**config.mk**
```make
export PLATFORM = sky130hd
export DESIGN_NAME = spp_ctrl
export DESIGN_NICKNAME = d
export VERILOG_FILES = /design/src/rtl/spp_pkg.sv /design/src/rtl/spp_ctrl.sv
export SDC_FILE = /design/constraint.sdc
export NUM_CORES = 1
export LEC_CHECK = 0
export BUFFER_PORTS_ARGS = -buffer_cell sky130_fd_sc_hd__buf_2
export CAP_MARGIN = 20
export CORE_AREA = 2 2 39 41
export CTS_CLUSTER_DIAMETER = 60
export DETAILED_ROUTE_END_ITERATION = 8
export DIE_AREA = 0 0 41 43
export SETUP_SLACK_MARGIN = 0.05
export SYNTH_ARGS = -nofsm -noshare
export SYNTH_HDL_FRONTEND = slang
export SYNTH_SLANG_ARGS = --single-unit
```
**constraint.sdc**
```tcl
create_clock -name clk -period 1.8 [get_ports clk]
set_input_delay 0.09 -clock clk [delete_from_list [all_inputs] [get_ports clk]]
set_output_delay 0.09 -clock clk [all_outputs]
set_load 0.01 [all_outputs]
```
**src/rtl/spp_pkg.sv**
```systemverilog
package spp_pkg;

	localparam int MAX_WIDTH_DEF = 64;

	localparam int DATA_W    = 32;
	localparam int ACC_W     = 64;
	localparam int ROW_W     = 32;
	localparam int WIN_W     = 33;
	localparam int COLF_W    = 6;
	localparam int WIDTHF_W  = 7;
	localparam int QUOT_W    = 80;
	localparam int IN_TDATA_W  = 32;
	localparam int IN_TUSER_W  = 2;
	localparam int OUT_TDATA_W = 72;
	localparam int CFG_IDX_W   = 2;

	localparam int SQ_STEPS  = 32;
	localparam int DIV_STEPS = 80;

	// tuser bit positions on the input side
	localparam int USER_EMPTY = 0;
	localparam int USER_BATCH = 1;

	localparam logic [CFG_IDX_W-1:0] CFG_POOL_MODE  = 2'd0;
	localparam logic [CFG_IDX_W-1:0] CFG_ROW_WIDTH  = 2'd1;
	localparam logic [CFG_IDX_W-1:0] CFG_FILL_VALUE = 2'd2;

	localparam logic [2:0] MODE_SUM    = 3'd0;
	localparam logic [2:0] MODE_AVG    = 3'd1;
	localparam logic [2:0] MODE_SQRT   = 3'd2;
	localparam logic [2:0] MODE_MAX    = 3'd3;
	localparam logic [2:0] MODE_MIN    = 3'd4;
	localparam logic [2:0] MODE_FIRST  = 3'd5;
	localparam logic [2:0] MODE_LAST   = 3'd6;
	localparam logic [2:0] MODE_UNUSED = 3'd7;

	localparam logic [ROW_W-1:0]  ROWS_CAP = 32'hFFFF_FFFE;
	localparam logic [DATA_W-1:0] Q_MAX32  = 32'h7FFF_FFFF;
	localparam logic [DATA_W-1:0] Q_MIN32  = 32'h8000_0000;
	localparam logic [ACC_W-1:0]  ACC_MAX  = 64'h7FFF_FFFF_FFFF_FFFF;
	localparam logic [ACC_W-1:0]  ACC_MIN  = 64'h8000_0000_0000_0000;

	typedef enum logic [2:0] {
		ST_IDLE,
		ST_UPD,
		ST_FIN,
		ST_WAIT,
		ST_PAD,
		ST_EMIT
	} ctrl_state_t;

	typedef enum logic [1:0] {
		IT_IDLE,
		IT_SQRT,
		IT_DIV
	} iter_phase_t;

	typedef struct packed {
		logic accept;
		logic update;
		logic start_iter;
		logic load_plain;
		logic load_iter;
		logic load_pad;
	} spp_cmd_t;

	typedef struct packed {
		logic in_empty;
		logic last;
		logic plain;
		logic iter_done;
		logic out_xfer;
		logic out_valid;
		logic pad_more;
	} spp_sts_t;

endpackage

```
**src/rtl/spp_ctrl.sv**
```systemverilog
module spp_ctrl import spp_pkg::*; (
	input  logic     clk,
	input  logic     arst_n,
	input  logic     s_tvalid,
	output logic     s_tready,
	input  spp_sts_t sts,
	output spp_cmd_t cmd
);

	ctrl_state_t state_q;
	ctrl_state_t state_d;

	always_comb begin
		state_d = state_q;
		unique case (state_q)
			ST_IDLE: if (s_tvalid) begin
				state_d = sts.in_empty ? ST_PAD : ST_UPD;
			end
			ST_UPD:  state_d = sts.last ? ST_FIN : ST_IDLE;
			ST_FIN:  state_d = sts.plain ? ST_EMIT : ST_WAIT;
			ST_WAIT: if (sts.iter_done) begin
				state_d = ST_EMIT;
			end
			ST_PAD:  state_d = ST_EMIT;
			ST_EMIT: if (sts.out_xfer) begin
				state_d = sts.pad_more ? ST_PAD : ST_IDLE;
			end
			default: state_d = ST_IDLE;
		endcase
	end

	always_comb begin
		s_tready       = state_q == ST_IDLE;
		cmd.accept     = (state_q == ST_IDLE) && s_tvalid;
		cmd.update     = state_q == ST_UPD;
		cmd.start_iter = (state_q == ST_FIN) && !sts.plain;
		cmd.load_plain = (state_q == ST_FIN) && sts.plain;
		cmd.load_iter  = (state_q == ST_WAIT) && sts.iter_done;
		cmd.load_pad   = state_q == ST_PAD;
	end

	always_ff @(posedge clk or negedge arst_n) begin
		if (!arst_n) begin
			state_q <= ST_IDLE;
		end else begin
			state_q <= state_d;
		end
	end

	a_iter_to_emit: assert property (@(posedge clk) disable iff (!arst_n)
		(state_q == ST_WAIT) && sts.iter_done |=> state_q == ST_EMIT)
		else $error("divider result not forwarded to output");

	a_xfer_in_emit: assert property (@(posedge clk) disable iff (!arst_n)
		sts.out_xfer |-> state_q == ST_EMIT)
		else $error("output transfer outside emit state");

	a_idle_empty: assert property (@(posedge clk) disable iff (!arst_n)
		state_q == ST_IDLE |-> !sts.out_valid)
		else $error("result still pending while taking input");

endmodule

```
# After elaboration in Yosys (flattened, before gate mapping)
# Index checks and enable logic that the tools add are counted.
dict set report totals {
  out_inout_bits 7
  input_bits 10
  elab_cells 24
  reg_bits 3
}
dict set report classes {
  reduce_logical 7
  eq_ne 8
  muxes 8
}
# operator n
set ops {}
lappend ops {{2-to-1 mux 3 bit} 6}
lappend ops {{case mux 3 bit (6 select lines)} 1}
lappend ops {{== test 3 x 2 -> 1 bit (second input constant)} 2}
lappend ops {{== test 3 bit (second input constant)} 2}
lappend ops {{!= test 2 bit (second input constant)} 3}
lappend ops {{logical AND 1 bit} 4}
lappend ops {{== test 3 x 1 -> 1 bit (second input constant)} 1}
lappend ops {{zero test 3 bit} 1}
lappend ops {{AND reduction 3 bit} 1}
lappend ops {{2-to-1 mux 2 bit} 1}
lappend ops {{zero test 1 bit} 1}

# Longest topological paths before layout
dict set report logic_depth {
  word_depth 3
  mapped_depth 4
  mapped_depth_nobuf 3
}

# Least setup slack after synthesis
# No wires, ideal clock.
dict set report synth_path {
  path_type {flip-flop to flip-flop}
  from {register state_q[1]}
  to {register state_q[0]}
  period_less_slack_ps 1193
  path_stages_with_launch 4
  t_required_ps 1671
  path_slack_ps 607
  arrival_ps 1064
  setup_time_ps 129
  n_path_buf 0
  cell_sequence {dfrtp_1 -> or4_1 -> o21ai_2 -> o32ai_2}
}
dict set report synth_between {
  elab_chain_len 3
  elab_cells_between_ends 11
  classes_between {eq/ne (8); mux (1); reduce/logical (2)}
}
# element line
set synth_lines {}
lappend synth_lines {{from (decl)} spp_ctrl.sv:10} ;# ctrl_state_t state_q;
lappend synth_lines {{from (signal assigned)} spp_ctrl.sv:46} ;# state_q <= state_d;
lappend synth_lines {{== test 3 x 2 -> 1 bit, or another cell as far along} spp_ctrl.sv:15} ;# unique case (state_q)
lappend synth_lines {{!= test 2 bit (no source line)} n/a}
lappend synth_lines {{AND reduction 3 bit (no source line)} n/a}
# Parallel ways exist; a longest one is shown, timed or not.
# A chain may end at the register's enable or synchronous reset.

# Worst setup path after layout
dict set report layout_path {
  from {register state_q[0]}
  to {register state_q[0]}
}
# Same word-level chain as after synthesis.

==> qor.tcl <==
set qor(worstHoldPathType) {input pin to async pin}
set qor(ffs_latches_synth) 3
set qor(number_of_placed_instances_with_taps_included) 62
set qor(cts_root_buffer) {clkbuf_4}
set qor(grt_first_pass_wirelength_mm) 1.12
set qor(post_cts_buffers) 0
set qor(timing.final.max_slew_violations) 0
set qor(floorplan.die_area_sq_um) 1760
set qor(max_cap_viol_count) 0
set qor(worst_slew_pin_slew_ns) 0.324
set qor(hold_viol_final) 0
set qor(fin_worst_skew_ns) 0.00358
set qor(overflow) 0
set qor(hold-worst-slack_ns) 0.183
set qor(timing.setup.critical_path_class) {flop to flop}
set qor(worst_slack_ns) 0.397
set qor(detail_route.first_pass.iterations) 2
set qor(synth.avg_cell_area_sq_um) 8.50
set qor(share_of_layout_cells_above_drive_strength_1) 0.412
set qor(cts_inserted_buffers) 3
set qor(largest_register_ffs) 3
set qor(drt_iter0_drc) 2
set qor(finish.net_count) 62
set qor(worst_ir_drop_vdd_v) 0.000403
set qor(cts.htree.levels) 1
set qor(dp_hpwl_um) 514
set qor(seq_area_frac_synth) 0.260
set qor(postLayoutCellArea_sq_um) 397
set qor(postRouteAntennaNets) 0
set qor(ys.warnings.count) 0
set qor(clock_sinks) 3
set qor(detailedPlace.worstSlack_ns) 0.392
set qor(filler_cell_count) 163
set qor(utilization_of_the_core_after_routing) 0.287
set qor(final_period_minus_worst_setup_slack_ns) 1.40
set qor(critical_path_required_time_ns) 1.91
set qor(power-per-cell-area_nw_per_um2) 1610
set qor(cp.arrival_ns) 1.51
set qor(r2r_cells) 3
set qor(ios) 17
set qor(synthCells) 34
set qor(setup_tns_ns) 0
set qor(gp_routability_congestion) 0.744
set qor(rsz_0062_raised_after_global_routing) {no}
set qor(grt_pass1_vias) 289
set qor(synth_area_leader_cell) {dfrtp_1}
set qor(fmax_ghz) 0.713
set qor(routedWlPerCell_um) 9.55
set qor(setup-violations-final) 0
set qor(clock_latency_ns) 0.23
set qor(status) {complete, no violations}
set qor(drt_wl_total_um) 640
set qor(largest_registers) {state_q x3}
set qor(dpl_cell_area_sq_um) 360
set qor(route.detailed.drc) 0
set qor(ys_top_cells_by_area) {dfrtp_1 26%, o32ai_2 11%, nand2b_1 6.5%, nor2_1 6.5%, nor3b_1 5.2%}
set qor(timing.final.crit_share) 0.779
set qor(yosysUniqueCellTypes) 22
set qor(area_growth_syn_to_layout_pct) 37.2
set qor(crit_path_start_kind) {flop}
set qor(via_count) 297
set qor(largest_register) {state_q}
set qor(finish.cell_count_without_fillers) 67
set qor(timing.critical_path.to_type) {flop}
set qor(slew-limit-headroom) 0.784
set qor(ctsLongestPathBuffers) 2
set qor(netlist_area_sq_um) 289
set qor(start_util) 0.209
set qor(fp.coreArea_sq_um) 1380
set qor(row_count) 14
set qor(path_clk_slew_ns) 0.04
set qor(static-leakage-power_nw) 0.183
set qor(yosysTopAreaCellShare) 0.260
set qor(place.port_buffers) 15
set qor(fp.dieH_um) 43
set qor(grt_max_degree) 13
set qor(viasPerCell) 4.43
set qor(grt_overall_usage) 0.101
set qor(grt_antenna_before_repair) 0
set qor(mappedNetlistNets) 44
set qor(crit_path_max_fanout) 12
set qor(clock_tree_from_tritoncts) {built}
set qor(diodes) 0
set qor(die_w_um) 41
set qor(totalPowerFinal_uw) 638
critical path, cell delays in order, from the launching register on:
cell and delay [ns]:
dfrtp_1 0.48, or4_1 0.57, o21ai_2 0.11, o32ai_2 0.12
cells in the final DEF (no fill, tap or decap), types with 2 or more instances in the layout:
master	count
nand2b_1	3
nor2_1	5
o32ai_2	2
buf_2	15
clkbuf_4	3
dfrtp_1	3
nor3_1	2
nor3b_1	2
a21oi_1	2
area by class of cell:
cell class,count,area (sq um),area share
Timing Repair Buffer,16,85.1,0.215
Clock buffer,4,26.3,0.0662
Sequential cell,3,75.1,0.189
Tap cell,16,20.0,0.0505
Inverter,1,3.75,0.00946
Multi-Input combinational cell,27,186,0.470
timing repair:
action                                  CTS  global route
endpoints found under the setup margin    0             0
gates resized for setup                   0             0
hold buffers                              1             0
endpoints found under the hold margin     3             0
power by group:
part	switching [mW]	internal, mW
combinational	0.161	0.180
clock	0.0352	0.0831
sequential	0.0792	0.0990
kinds of logic after synthesis:
group	after synthesis	synth area share
buf+inv	4	0.0952
simple gates	17	0.325
compound gates	10	0.320
flops	3	0.260
synthesized netlist by cell type (all sizes together):
master,n
or4,1
or2b,1
nor2b,1
o22a,1
o21a,1
a211oi,1
nor3,2
a21oi,2
o32a,1
nand2b,3
dfrtp,3
and2,1
nand2,1
a21boi,1
o21ai,1
nor2,5
nor3b,2
o32ai,2
inv,1
buf,3
path summary, 6_finish.rpt:
path	start	end	slack [ns]
min in group clk	sts[5]	state_q[1]	0.19
min	arst_n	state_q[0]	0.18
max reg2reg	state_q[0]	state_q[0]	0.40
max	state_q[0]	state_q[0]	0.40
min reg2reg	state_q[2]	state_q[1]	0.63
max in group asynchronous	arst_n	state_q[1]	1.51
routing by layer:
layer  GRT usage  vias up  part of all wire
li1            -      158                 -
met1       0.103      134              0.40
met2       0.150        5              0.57
met3      0.0314        0             0.031
met4       0.100        0                 0
met5           0        -                 0
No activity file was read; power rests on OpenSTA's default activity.
